--- config.mk ---
export PLATFORM = sky130hd
export DESIGN_NAME = value_to_hsl_rgb_colormap
export DESIGN_NICKNAME = d
export VERILOG_FILES = /design/src/hdl/hslc_pkg.sv /design/src/hdl/value_to_hsl_rgb_colormap.sv /design/src/hdl/hslc_div_cell.sv /design/src/hdl/hslc_colour.sv
export SDC_FILE = /design/constraint.sdc
export NUM_CORES = 2
export LEC_CHECK = 0
export BUFFER_PORTS_ARGS = -buffer_cell sky130_fd_sc_hd__buf_2
export CAP_MARGIN = 30
export CORE_MARGIN = 3
export CORE_UTILIZATION = 66
export DETAILED_ROUTE_END_ITERATION = 16
export GPL_TIMING_DRIVEN = 0
export MAX_ROUTING_LAYER = met4
export PLACE_DENSITY = 0.83
export SLEW_MARGIN = 30
export SYNTH_ARGS = -nofsm -noshare
export SYNTH_HDL_FRONTEND = slang
export SYNTH_HIERARCHICAL = 1
export SYNTH_SLANG_ARGS = --single-unit
--- constraint.sdc ---
create_clock -name clk -period 11.9 [get_ports clk]
set_input_delay 0.595 -clock clk [delete_from_list [all_inputs] [get_ports clk]]
set_output_delay 0.595 -clock clk [all_outputs]
set_load 0.01 [all_outputs]
--- src/hdl/hslc_pkg.sv ---
// shared constants, types and the channel rounding function for the colormap
`default_nettype none

package hslc_pkg;

  // number formats
  localparam int FRAC_BITS  = 16;
  localparam int COLOR_BITS = 8;
  localparam int DATA_W     = 32;
  localparam int QUOT_BITS  = FRAC_BITS + 1;
  localparam int DIVD_W     = DATA_W + FRAC_BITS + 1;
  localparam int CHAN_IN_W  = 2 * FRAC_BITS + 1;
  localparam int CHAN_ACC_W = CHAN_IN_W + COLOR_BITS;

  // t = 1.0 in Q1.FRAC_BITS
  localparam logic [FRAC_BITS:0] T_ONE = {1'b1, {FRAC_BITS{1'b0}}};

  // configuration register indexes
  localparam int CFG_IDX_W = 8;
  localparam logic [CFG_IDX_W-1:0] REG_RANGE_LOW  = CFG_IDX_W'(0);
  localparam logic [CFG_IDX_W-1:0] REG_RANGE_HIGH = CFG_IDX_W'(1);

  // register reset values, -1.0 and +1.0 in Q15.16
  localparam logic [DATA_W-1:0] RANGE_LOW_RST  = 32'hFFFF_0000;
  localparam logic [DATA_W-1:0] RANGE_HIGH_RST = 32'h0001_0000;

  // rounding constants for the channel scaling
  localparam logic [CHAN_ACC_W-1:0] CH_MAX  = CHAN_ACC_W'((1 << COLOR_BITS) - 1);
  localparam logic [CHAN_ACC_W-1:0] CH_HALF = CHAN_ACC_W'(1) << (2 * FRAC_BITS - 1);

  // word handed from one divider cell to the next
  typedef struct packed {
    logic [DATA_W-1:0]    rem;
    logic [QUOT_BITS-1:0] dbits;
    logic [QUOT_BITS-1:0] quot;
    logic [DATA_W-1:0]    den;
    logic                 clamp_lo;
    logic                 clamp_hi;
    logic                 invalid;
  } div_word_t;

  // scale a Q1.(2*FRAC_BITS) component to COLOR_BITS, rounded to nearest
  function automatic logic [COLOR_BITS-1:0] to_channel(input logic [CHAN_IN_W-1:0] p);
    logic [CHAN_ACC_W-1:0] acc;
    acc = {{COLOR_BITS{1'b0}}, p} * CH_MAX + CH_HALF;
    return acc[2*FRAC_BITS +: COLOR_BITS];
  endfunction

endpackage

`default_nettype wire

--- src/hdl/value_to_hsl_rgb_colormap.sv ---
// Scalar to RGB colormap through HSL. Takes one signed Q15.16 sample per word and
// returns one 8-bit RGB colour per word, one word per clock when the output is not
// stalled. Words pass through the range arithmetic registers, a chain of 17 divider
// cells that each resolve one quotient bit of the normalized fraction, and the hue
// product and channel rounding registers. Each stage holds its word while the next is
// full and stalled, so the input keeps flowing into empty stages while a result waits
// at the output. range_low and range_high may only be written while no word is in
// flight; a write with any other index is dropped.
`default_nettype none

module value_to_hsl_rgb_colormap (
  input  wire logic        clk,
  input  wire logic        rst_n,
  // input stream
  input  wire logic        in_tvalid,
  output logic             in_tready,
  input  wire logic [31:0] in_tdata,   // [31:0] sample_value
  // result stream
  output logic             out_tvalid,
  input  wire logic        out_tready,
  output logic [23:0]      out_tdata,  // [7:0] red, [15:8] green, [23:16] blue
  output logic [1:0]       out_tuser,  // [0] was_clamped, [1] range_invalid
  // register writes
  input  wire logic        cfg_valid,
  output logic             cfg_ready,
  input  wire logic [7:0]  cfg_index,
  input  wire logic [31:0] cfg_data
);

  localparam int DW = hslc_pkg::DATA_W;
  localparam int F  = hslc_pkg::FRAC_BITS;
  localparam int Q  = hslc_pkg::QUOT_BITS;

  logic [DW-1:0] range_low_r;
  logic [DW-1:0] range_high_r;

  logic [DW:0]   num_full;
  logic [DW:0]   den_full;
  logic          inval_nxt;
  logic          clo_nxt;
  logic          chi_nxt;

  logic          s1_valid_r;
  logic [DW-1:0] num_r;
  logic [DW-1:0] den_r;
  logic          clo_r;
  logic          chi_r;
  logic          inval_r;
  logic          s1_ready;

  logic [hslc_pkg::DIVD_W-1:0] divd;
  hslc_pkg::div_word_t         s2_nxt;
  logic                        s2_valid_r;
  hslc_pkg::div_word_t         s2_word_r;
  logic                        s2_ready;

  logic                cv   [0:Q];
  logic                crdy [0:Q];
  hslc_pkg::div_word_t cw   [0:Q];

  // register writes, always taken
  assign cfg_ready = 1'b1;

  always_ff @(posedge clk) begin
    if (!rst_n) begin
      range_low_r  <= hslc_pkg::RANGE_LOW_RST;
      range_high_r <= hslc_pkg::RANGE_HIGH_RST;
    end else if (cfg_valid && cfg_ready) begin
      if (cfg_index == hslc_pkg::REG_RANGE_LOW) begin
        range_low_r <= cfg_data;
      end else if (cfg_index == hslc_pkg::REG_RANGE_HIGH) begin
        range_high_r <= cfg_data;
      end
    end
  end

  // offset and span against the configured bounds
  always_comb begin
    num_full  = {in_tdata[DW-1], in_tdata} - {range_low_r[DW-1], range_low_r};
    den_full  = {range_high_r[DW-1], range_high_r} - {range_low_r[DW-1], range_low_r};
    inval_nxt = ($signed(den_full) <= $signed((DW+1)'(0)));
    clo_nxt   = num_full[DW] && !inval_nxt;
    chi_nxt   = !num_full[DW] && (num_full > den_full) && !inval_nxt;
  end

  assign s1_ready  = !s2_valid_r || s2_ready;
  assign in_tready = !s1_valid_r || s1_ready;

  always_ff @(posedge clk) begin
    if (!rst_n) begin
      s1_valid_r <= 1'b0;
    end else if (in_tready) begin
      s1_valid_r <= in_tvalid;
    end
  end

  always_ff @(posedge clk) begin
    if (in_tready && in_tvalid) begin
      num_r   <= num_full[DW-1:0];
      den_r   <= den_full[DW-1:0];
      clo_r   <= clo_nxt;
      chi_r   <= chi_nxt;
      inval_r <= inval_nxt;
    end
  end

  // dividend with the rounding half span folded in
  always_comb begin
    divd            = {1'b0, num_r, {F{1'b0}}} + hslc_pkg::DIVD_W'(den_r >> 1);
    s2_nxt.rem      = divd[hslc_pkg::DIVD_W-1 -: DW];
    s2_nxt.dbits    = divd[Q-1:0];
    s2_nxt.quot     = '0;
    s2_nxt.den      = den_r;
    s2_nxt.clamp_lo = clo_r;
    s2_nxt.clamp_hi = chi_r;
    s2_nxt.invalid  = inval_r;
  end

  always_ff @(posedge clk) begin
    if (!rst_n) begin
      s2_valid_r <= 1'b0;
    end else if (s1_ready) begin
      s2_valid_r <= s1_valid_r;
    end
  end

  always_ff @(posedge clk) begin
    if (s1_ready && s1_valid_r) begin
      s2_word_r <= s2_nxt;
    end
  end

  // divider chain, one quotient bit per cell
  assign cv[0]    = s2_valid_r;
  assign cw[0]    = s2_word_r;
  assign s2_ready = crdy[0];

  for (genvar i = 0; i < Q; i++) begin : g_cell
    hslc_div_cell u_cell (
      .clk      (clk),
      .rst_n    (rst_n),
      .up_valid (cv[i]),
      .up_ready (crdy[i]),
      .up_word  (cw[i]),
      .dn_valid (cv[i+1]),
      .dn_ready (crdy[i+1]),
      .dn_word  (cw[i+1])
    );
  end

  // hue to rgb and output register
  hslc_colour u_colour (
    .clk           (clk),
    .rst_n         (rst_n),
    .up_valid      (cv[Q]),
    .up_ready      (crdy[Q]),
    .up_word       (cw[Q]),
    .out_valid     (out_tvalid),
    .out_ready     (out_tready),
    .red           (out_tdata[7:0]),
    .green         (out_tdata[15:8]),
    .blue          (out_tdata[23:16]),
    .was_clamped   (out_tuser[0]),
    .range_invalid (out_tuser[1])
  );

`ifndef SYNTHESIS
  // an empty output means nothing in the chain can be blocked
  a_ready_when_drained: assert property (@(posedge clk) disable iff (!rst_n)
    !out_tvalid |-> in_tready)
    else $error("input stalled with an empty output");

  // an empty or inverted range gives black and no clamp flag
  a_invalid_black: assert property (@(posedge clk) disable iff (!rst_n)
    (out_tvalid && out_tuser[1]) |-> (out_tdata == 24'd0 && !out_tuser[0]))
    else $error("invalid range word is not black");

  // a saturated value lands on one end of the map: black or pure red
  a_clamp_ends: assert property (@(posedge clk) disable iff (!rst_n)
    (out_tvalid && out_tuser[0]) |-> (out_tdata == 24'd0 || out_tdata == 24'h0000FF))
    else $error("clamped word not at a map end");

  // the drained pipeline must not produce a word from nothing
  a_no_phantom: assert property (@(posedge clk) disable iff (!rst_n)
    (!s1_valid_r && !s2_valid_r && !cv[Q] && !u_colour.c1_valid_r && !out_tvalid)
    |=> !out_tvalid)
    else $error("result appeared without an item in flight");
`endif

endmodule

`default_nettype wire

--- src/hdl/hslc_div_cell.sv ---
// one cell of the divider chain: resolves one quotient bit per word
`default_nettype none

module hslc_div_cell (
  input  wire logic              clk,
  input  wire logic              rst_n,
  input  wire logic              up_valid,
  output logic                   up_ready,
  input  wire hslc_pkg::div_word_t up_word,
  output logic                   dn_valid,
  input  wire logic              dn_ready,
  output hslc_pkg::div_word_t    dn_word
);

  logic                           valid_r;
  hslc_pkg::div_word_t            word_r;
  hslc_pkg::div_word_t            word_nxt;
  logic [hslc_pkg::DATA_W:0]      trial;
  logic                           take;

  // restoring step: bring in the next dividend bit, subtract if it fits
  always_comb begin
    trial    = {up_word.rem, up_word.dbits[hslc_pkg::QUOT_BITS-1]};
    take     = (trial >= {1'b0, up_word.den});
    word_nxt = up_word;
    if (take) begin
      word_nxt.rem = hslc_pkg::DATA_W'(trial - {1'b0, up_word.den});
    end else begin
      word_nxt.rem = trial[hslc_pkg::DATA_W-1:0];
    end
    word_nxt.dbits = {up_word.dbits[hslc_pkg::QUOT_BITS-2:0], 1'b0};
    word_nxt.quot  = {up_word.quot[hslc_pkg::QUOT_BITS-2:0], take};
  end

  // stage holds while the next one is full and stalled
  assign up_ready = !valid_r || dn_ready;

  always_ff @(posedge clk) begin
    if (!rst_n) begin
      valid_r <= 1'b0;
    end else if (up_ready) begin
      valid_r <= up_valid;
    end
  end

  always_ff @(posedge clk) begin
    if (up_ready && up_valid) begin
      word_r <= word_nxt;
    end
  end

  assign dn_valid = valid_r;
  assign dn_word  = word_r;

endmodule

`default_nettype wire

--- src/hdl/hslc_colour.sv ---
// hue sector and chroma products, then channel rounding and the output register
`default_nettype none

module hslc_colour (
  input  wire logic                           clk,
  input  wire logic                           rst_n,
  input  wire logic                           up_valid,
  output logic                                up_ready,
  input  wire hslc_pkg::div_word_t            up_word,
  output logic                                out_valid,
  input  wire logic                           out_ready,
  output logic [hslc_pkg::COLOR_BITS-1:0]     red,
  output logic [hslc_pkg::COLOR_BITS-1:0]     green,
  output logic [hslc_pkg::COLOR_BITS-1:0]     blue,
  output logic                                was_clamped,
  output logic                                range_invalid
);

  localparam int F = hslc_pkg::FRAC_BITS;
  localparam int C = hslc_pkg::COLOR_BITS;

  typedef enum logic [2:0] {
    SEC_RED_YEL,
    SEC_YEL_GRN,
    SEC_GRN_CYN,
    SEC_CYN_BLU,
    SEC_BLU_MAG,
    SEC_MAG_RED
  } sector_t;

  logic [F:0]     t;
  logic [F+2:0]   hue;
  logic [F:0]     h;
  logic [F:0]     h_dist;
  logic [2*F+1:0] x_full;

  logic                              c1_valid_r;
  logic [F:0]                        t_r;
  logic [hslc_pkg::CHAN_IN_W-1:0]    x_r;
  sector_t                           sec_r;
  logic                              clamp_r;
  logic                              inval_r;
  logic                              c1_ready;
  logic                              c2_ready;

  logic [C-1:0] ch_c;
  logic [C-1:0] ch_x;
  logic [C-1:0] red_nxt;
  logic [C-1:0] green_nxt;
  logic [C-1:0] blue_nxt;

  logic         o_valid_r;
  logic [C-1:0] red_r;
  logic [C-1:0] green_r;
  logic [C-1:0] blue_r;
  logic         clamp_o_r;
  logic         inval_o_r;

  // saturated fraction, hue sector and secondary component
  always_comb begin
    if (up_word.invalid || up_word.clamp_lo) begin
      t = '0;
    end else if (up_word.clamp_hi || (up_word.quot > hslc_pkg::T_ONE)) begin
      t = hslc_pkg::T_ONE;
    end else begin
      t = up_word.quot;
    end
    hue = {hslc_pkg::T_ONE - t, 2'b00};
    h   = hue[F:0];
    if (h >= hslc_pkg::T_ONE) begin
      h_dist = h - hslc_pkg::T_ONE;
    end else begin
      h_dist = hslc_pkg::T_ONE - h;
    end
    x_full = t * (hslc_pkg::T_ONE - h_dist);
  end

  assign c2_ready = !o_valid_r || out_ready;
  assign c1_ready = !c1_valid_r || c2_ready;
  assign up_ready = c1_ready;

  // product stage
  always_ff @(posedge clk) begin
    if (!rst_n) begin
      c1_valid_r <= 1'b0;
    end else if (c1_ready) begin
      c1_valid_r <= up_valid;
    end
  end

  always_ff @(posedge clk) begin
    if (c1_ready && up_valid) begin
      t_r     <= t;
      x_r     <= x_full[hslc_pkg::CHAN_IN_W-1:0];
      sec_r   <= sector_t'(hue[F+2:F]);
      clamp_r <= (up_word.clamp_lo || up_word.clamp_hi) && !up_word.invalid;
      inval_r <= up_word.invalid;
    end
  end

  // round both components and route them by sector
  always_comb begin
    ch_c = hslc_pkg::to_channel({t_r, {F{1'b0}}});
    ch_x = hslc_pkg::to_channel(x_r);
    case (sec_r)
      SEC_RED_YEL: begin
        red_nxt = ch_c; green_nxt = ch_x; blue_nxt = '0;
      end
      SEC_YEL_GRN: begin
        red_nxt = ch_x; green_nxt = ch_c; blue_nxt = '0;
      end
      SEC_GRN_CYN: begin
        red_nxt = '0; green_nxt = ch_c; blue_nxt = ch_x;
      end
      SEC_CYN_BLU: begin
        red_nxt = '0; green_nxt = ch_x; blue_nxt = ch_c;
      end
      SEC_BLU_MAG: begin
        red_nxt = ch_x; green_nxt = '0; blue_nxt = ch_c;
      end
      default: begin
        red_nxt = ch_c; green_nxt = '0; blue_nxt = ch_x;
      end
    endcase
  end

  // output register
  always_ff @(posedge clk) begin
    if (!rst_n) begin
      o_valid_r <= 1'b0;
    end else if (c2_ready) begin
      o_valid_r <= c1_valid_r;
    end
  end

  always_ff @(posedge clk) begin
    if (c2_ready && c1_valid_r) begin
      red_r     <= red_nxt;
      green_r   <= green_nxt;
      blue_r    <= blue_nxt;
      clamp_o_r <= clamp_r;
      inval_o_r <= inval_r;
    end
  end

  assign out_valid     = o_valid_r;
  assign red           = red_r;
  assign green         = green_r;
  assign blue          = blue_r;
  assign was_clamped   = clamp_o_r;
  assign range_invalid = inval_o_r;

endmodule

`default_nettype wire
# [After elaboration in Yosys (flattened, before gate mapping)]
# Index checks and enable logic that the tools add are counted.
[word_totals] register_bits=1681 latch_bits=0 ram_bits=0 mem_bits_ro=0 out_inout_bits=29 elab_cells=320 mem_count=0
[classes] addsub=25 mul=3 div=0 magnitude_cmp=21 eq_ne=5 n_shift=0 muxes=22 n_bitwise=1 n_reduce_logical=83
[op_table] operator=">= comparator 33 x 32 -> 1 bit" n=17
[op_table] operator="2-to-1 mux 32 bit" n=16
[op_table] operator="subtractor 32 bit" n=16
[op_table] operator="adder 40 x 32 -> 40 bit (second input constant)" n=2
[op_table] operator="subtractor 32 x 32 -> 33 bit" n=2
[op_table] operator="2-to-1 mux 17 bit" n=3
[op_table] operator="adder 48 x 31 -> 49 bit" n=1
[op_table] operator="case mux 8 bit (2 select lines)" n=3
[op_table] operator="multiplier 33 x 8 -> 40 bit (second input constant)" n=1
[op_table] operator="multiplier 17 x 34 -> 33 bit" n=1
[op_table] operator="subtractor 17 bit (first input constant)" n=2
[op_table] operator="greater-than comparator 33 bit" n=1
[op_table] operator="less-or-equal comparator 33 x 1 -> 1 bit (second input constant)" n=1
[op_table] operator="logical AND 1 bit" n=25
[op_table] operator="logical NOT 1 bit" n=24
[op_table] operator="logical OR 1 bit" n=24
[op_table] operator="multiplier 17 x 8 -> 24 bit (second input constant)" n=1
[op_table] operator="subtractor 17 x 17 -> 18 bit (first input constant)" n=1
[op_table] operator=">= comparator 17 bit (second input constant)" n=1
[op_table] operator="greater-than comparator 17 bit (second input constant)" n=1
[op_table] operator="subtractor 17 bit (second input constant)" n=1
[op_table] operator="OR reduction 2 bit" n=6
[op_table] operator="== test 8 x 1 -> 1 bit (second input constant)" n=1
[op_table] operator="logical NOT 8 bit" n=1
[op_table] operator="7 further kinds" n=8

# [Depth between registers and ports, before layout]
[depth] word_depth=23 ltp_mapped=47 mapped_depth_nobuf=41

# [Cells and area by module]
# Netlist, hierarchy kept.
[modules_own_cells] mod="hslc_div_cell (g_cell[11].u_cell ...)" instances=14 cells_per_inst=451 area_each_um2=5435.2 seq_area_each_um2=3022.9
[modules_own_cells] mod="hslc_colour" instances=1 cells_per_inst=2122 area_each_um2=21042.7 seq_area_each_um2=2382.3
[modules_own_cells] mod="value_to_hsl_rgb_colormap" instances=1 cells_per_inst=1178 area_each_um2=11761.3 seq_area_each_um2=5375.2
[modules_own_cells] mod="hslc_div_cell (g_cell[9].u_cell)" instances=1 cells_per_inst=440 area_each_um2=5517.8 seq_area_each_um2=3022.9
[modules_own_cells] mod="hslc_div_cell (g_cell[0].u_cell)" instances=1 cells_per_inst=466 area_each_um2=5385.2 seq_area_each_um2=3022.9
[modules_own_cells] mod="hslc_div_cell (g_cell[10].u_cell)" instances=1 cells_per_inst=448 area_each_um2=5246.3 seq_area_each_um2=3022.9

# [Worst setup path before layout]
# Ideal clock, no wire load.
[synth_timing] path_kind="reg2reg" startpoint="register g_cell[16].u_cell.word_r, in the netlist g_cell[16].u_cell/dn_word[1]" endpoint="register u_colour/x_r[32] in the netlist's numbering, data pin" arrival_time_ps=10540 required_ps=11632 path_slack_ps=1093 path_stages_with_launch=48 period_less_slack_ps=10807 cell_sequence="edfxtp_1 > nor4_1 > buf_2 > buf_2 > and2_1 > clkbuf_1 > inv_1 > clkbuf_1 > ha_1 > clkbuf_2 > nor3b_1 > nand4_1 > mux2_2 > nand2_2 > inv_2 > buf_4 > nor2_1 > xnor2_1 > [... 12 more ...] > fa_1 > inv_1 > fa_1 > fa_1 > inv_1 > fa_1 > inv_1 > ha_1 > a21o_1 > a21oi_1 > o221a_2 > o31a_1 > o21bai_1 > a41oi_1 > o41ai_1 > or4_1 > a41oi_1 > xnor3_1"
[synth_via] elab_chain_cells=8 elab_cells_between_ends=10 classes_between="4 x add/sub; 1 x mul; 1 x order compare; 3 x mux; 1 x reduce/logical"
[synth_rtl] item="start, declared" line="hslc_div_cell.sv:16" text="hslc_pkg::div_word_t word_r;"
[synth_rtl] item="start signal, assigned" line="hslc_div_cell.sv:48" text="word_r <= word_nxt;"
[synth_rtl] item="logical OR 1 bit (*)" line="hslc_colour.sv:63" text="end else if (up_word.clamp_hi || (up_word.quot > hslc_pkg::T_ONE)) begin"
[synth_rtl] item="2-to-1 mux 17 bit (*)" line="hslc_colour.sv:63"
[synth_rtl] item="2-to-1 mux 17 bit (*)" line="hslc_colour.sv:61" text="if (up_word.invalid || up_word.clamp_lo) begin"
[synth_rtl] item="subtractor 17 bit (*)" line="hslc_colour.sv:68" text="hue = {hslc_pkg::T_ONE - t, 2'b00};"
[synth_rtl] item="net u_colour.h[2]" line="hslc_colour.sv:33" text="logic [F:0] h;"
[synth_rtl] item="subtractor 17 bit (tied with other cells)" line="hslc_colour.sv:73" text="h_dist = hslc_pkg::T_ONE - h;"
[synth_rtl] item="2-to-1 mux 17 bit (*)" line="hslc_colour.sv:70" text="if (h >= hslc_pkg::T_ONE) begin"
[synth_rtl] item="subtractor 17 x 17 -> 18 bit (*)" line="hslc_colour.sv:75" text="x_full = t * (hslc_pkg::T_ONE - h_dist);"
[synth_rtl] item="multiplier 17 x 34 -> 33 bit (*)" line="hslc_colour.sv:75"
[synth_rtl] item="net u_colour.x_full[32]" line="hslc_colour.sv:35" text="logic [2*F+1:0] x_full;"
[synth_rtl] item="end signal, assigned" line="hslc_colour.sv:94" text="x_r <= x_full[hslc_pkg::CHAN_IN_W-1:0];"
[synth_rtl] item="end, declared" line="hslc_colour.sv:39" text="logic [hslc_pkg::CHAN_IN_W-1:0] x_r;"
# The timed path passes the listed nets; every way through them passes the cells marked *.
# A chain may end at the register's enable or synchronous reset.

# [Final worst setup path]
[layout_timing] startpoint="register g_cell[16].u_cell.word_r, in the netlist g_cell[16].u_cell/dn_word[51]" endpoint="register u_colour/x_r[30] in the netlist's numbering, data pin"
[layout_via] elab_chain_cells=9 elab_cells_between_ends=11 classes_between="4 x add/sub; 1 x mul; 2 x order compare; 3 x mux; 1 x reduce/logical"
[layout_rtl] item="greater-than comparator 17 bit (*)" line="hslc_colour.sv:63"
[layout_rtl] item="logical OR 1 bit (*)" line="hslc_colour.sv:63"
[layout_rtl] item="2-to-1 mux 17 bit (*)" line="hslc_colour.sv:63"
[layout_rtl] item="2-to-1 mux 17 bit (*)" line="hslc_colour.sv:61"
[layout_rtl] item="subtractor 17 bit (*)" line="hslc_colour.sv:68"
[layout_rtl] item="net u_colour.h[16]" line="hslc_colour.sv:33"
[layout_rtl] item="subtractor 17 bit (tied with other cells)" line="hslc_colour.sv:73"
[layout_rtl] item="2-to-1 mux 17 bit (*)" line="hslc_colour.sv:70"
[layout_rtl] item="subtractor 17 x 17 -> 18 bit (*)" line="hslc_colour.sv:75"
[layout_rtl] item="multiplier 17 x 34 -> 33 bit (*)" line="hslc_colour.sv:75"
[layout_rtl] item="net u_colour.x_full[30]" line="hslc_colour.sv:35"
# Marks and branches as above.

==> summary.md <==
| Metric | Value |
|---|---|
| Final WS setup | `0.385 ns` |
| # DRC | `0` |
| IO Count | `106` |
| Die width | `420 um` |
| Most common cell after layout, fill and taps aside | `edfxtp_1` |
| Die Area | `177000 um2` |
| Critical Path RT | `12.45 ns` |
| Fraction of layout cells with a size suffix above 1 | `0.122` |
| Final setup TNS | `0 ns` |
| Relative slew slack | `0.311` |
| Crit Path Max Fanout | `12` |
| Num CTS Buffers | `175` |
| Vias in the first global route | `80.4k` |
| H-tree levels | `4` |
| Worst-path clk slew | `0.06 ns` |
| Global route overflow | `0` |
| Crit path DAT | `12.07 ns` |
| Final period util | `0.968` |
| Final min period | `11.52 ns` |
| Power density cells | `103 nW/um2` |
| Site row count | `151` |
| Mapped Area | `113000 um2` |
| Clock Skews | `0.0551 ns` |
| Max-slew violations | `0` |
| Peak VDD IR | `0.000123 V` |
| Syn. warnings | `6` |
| Drt wl/cell | `23.7 um` |
| Drt pass-1 iters | `8` |
| Cells after Synth | `10.4k` |
| First-pass GRT wire length | `474000 um` |
| Final setup viols | `0` |
| Crit path kind | `reg -> reg` |
| Antenna violations before repair | `11` |
| Area grow syn2layout | `9.41%` |
| Vias | `82.9k` |
| Slowest cell delay on critical path | `0.56 ns` |
| Nets | `12.2k` |
| Final hold violation count | `0` |
| CP dominant cell by count | `inv_1` |
| Max-cap violations | `0` |
| Root Driver | `clkbuf_16` |
| Number of clock sinks | `1662` |
| Final wirelength | `311000 um` |
| Clock latency on the worst-skew pair | `0.83 ns` |
| Drt via density | `6.33` |
| Max Root-Sink Buffers | `3` |
| DP Wirelength | `240000 um` |
| Worst Hold Class | `in -> reg` |
| Critical-path top delay cell | `fa_1` |
| Syn avg cell area | `10.9 um2` |
| Core area | `170000 um2` |
| Startpoint Class | `flop` |
| Pin count of the biggest net entering global routing | `58` |
| CTS tree | `done` |
| Syn Nets | `11.8k` |
| Die Ht | `420 um` |
| Commonest cells after routing, fill and taps aside | `edfxtp_1 (1577), inv_1 (1191), ha_1 (899), nand2_1 (786), a21oi_1 (747)` |
| Initial core utilization | `0.667` |
| CP endpoint kind | `flop` |
| DRT iter0 DRCs | `9540` |
| Pre-CTS setup slack | `-1.83 ns` |
| Pleak | `50.9 nW` |
| RD Place Congestion | `1.03` |
| GRT Total Usage | `0.361` |
| Input/output buffers | `104` |
| Antenna-violating nets left | `0` |
| Status | `complete, no violations` |
| Max Freq | `86.8 MHz` |
| Worst slew pin tran | `1.02 ns` |
[area by class of cell]
class | count | area, um2
clock inverters | 117 | 1500
well taps | 2218 | 2780
plain buffers | 375 | 2560
multi-input cells | 7157 | 57600
repair buffers | 169 | 1500
clock buffers | 206 | 4570
flip-flops and latches | 1662 | 49100
diodes | 5 | 12.5
inverters | 1198 | 4500
fillers | 11700 | 46000
[power by group]
group	internal (mW)	switching [mW]	leakage [nW]
logic	0.233	0.346	32.9
registers	6.40	0.0492	15.0
clock network	3.31	2.42	2.93
total	9.94	2.82	50.9
[metal layers]
layer / routed length, um / vias up / GRT usage
li1: - / 37700 / -
met2: 139000 / 4089 / 0.535
met4: 13000 / 0 / 0.133
met3: 29300 / 747 / 0.0664
met1: 130000 / 40400 / 0.500
met5: 0 / - / -
[critical path, delay by kind of cell, from the launching register on]
| family | cells | cell delay [ns] |
|---|---|---|
| simple gates | 12 | 2.11 |
| compound gates | 6 | 1.57 |
| mux | 1 | 0.38 |
| fa+ha+maj | 9 | 4.02 |
| xor+xnor | 3 | 0.83 |
| flops | 1 | 0.46 |
| buf+inv | 14 | 1.83 |
[what timing repair did]
action,CTS,global route
pin swaps,0,4
gates resized for setup,26,20
hold endpoints to repair,39,0
hold buffers,26,0
endpoints found under the setup margin,15,6
buffers inserted,2,14
[final timing paths]
kind	start	endpoint	slack, ns	cells after the start
setup / recovery	g_cell[16].u_cell/dn_word[51]$_DFFE_PP_	u_colour/x_r[30]$_DFFE_PP_	0.38	45
hold / removal	cfg_data[12]	range_low_r[12]$_SDFFE_PN0P_	0.07	3
setup reg to reg	g_cell[16].u_cell/dn_word[51]$_DFFE_PP_	u_colour/x_r[30]$_DFFE_PP_	0.38	45
hold reg to reg	g_cell[12].u_cell/dn_word[46]$_DFFE_PP_	g_cell[13].u_cell/dn_word[47]$_DFFE_PP_	0.40	0
[per-stage QoR]
stage                util  instances  total power, mW  hold slack (ns)  instance area [um2]
finish              0.730      13100             12.8           0.0651               124000
global route        0.730      13100             13.1           0.0312               124000
CTS                 0.728      13100             12.8         0.000113               124000
detailed placement  0.690      12700             7.12            0.405               117000
global placement    0.686      12700             7.10            0.401               117000
floorplan               -      10400             6.94            0.400               113000
[sequential cells by signal (all words and copies together) (netlist names), 3 cells and up]
name	flops
g_cell.u_cell/dn_word	1364
cw	68
u_colour/x_r	30
u_colour/t_r	17
u_colour/red	8
range_high_r	32
u_colour/blue	8
u_colour/sec_r	3
range_low_r	32
u_colour/green	8
den_r	32
g_cell.u_cell/dn_valid	17
num_r	32
Power figures use the tool's default switching activity.
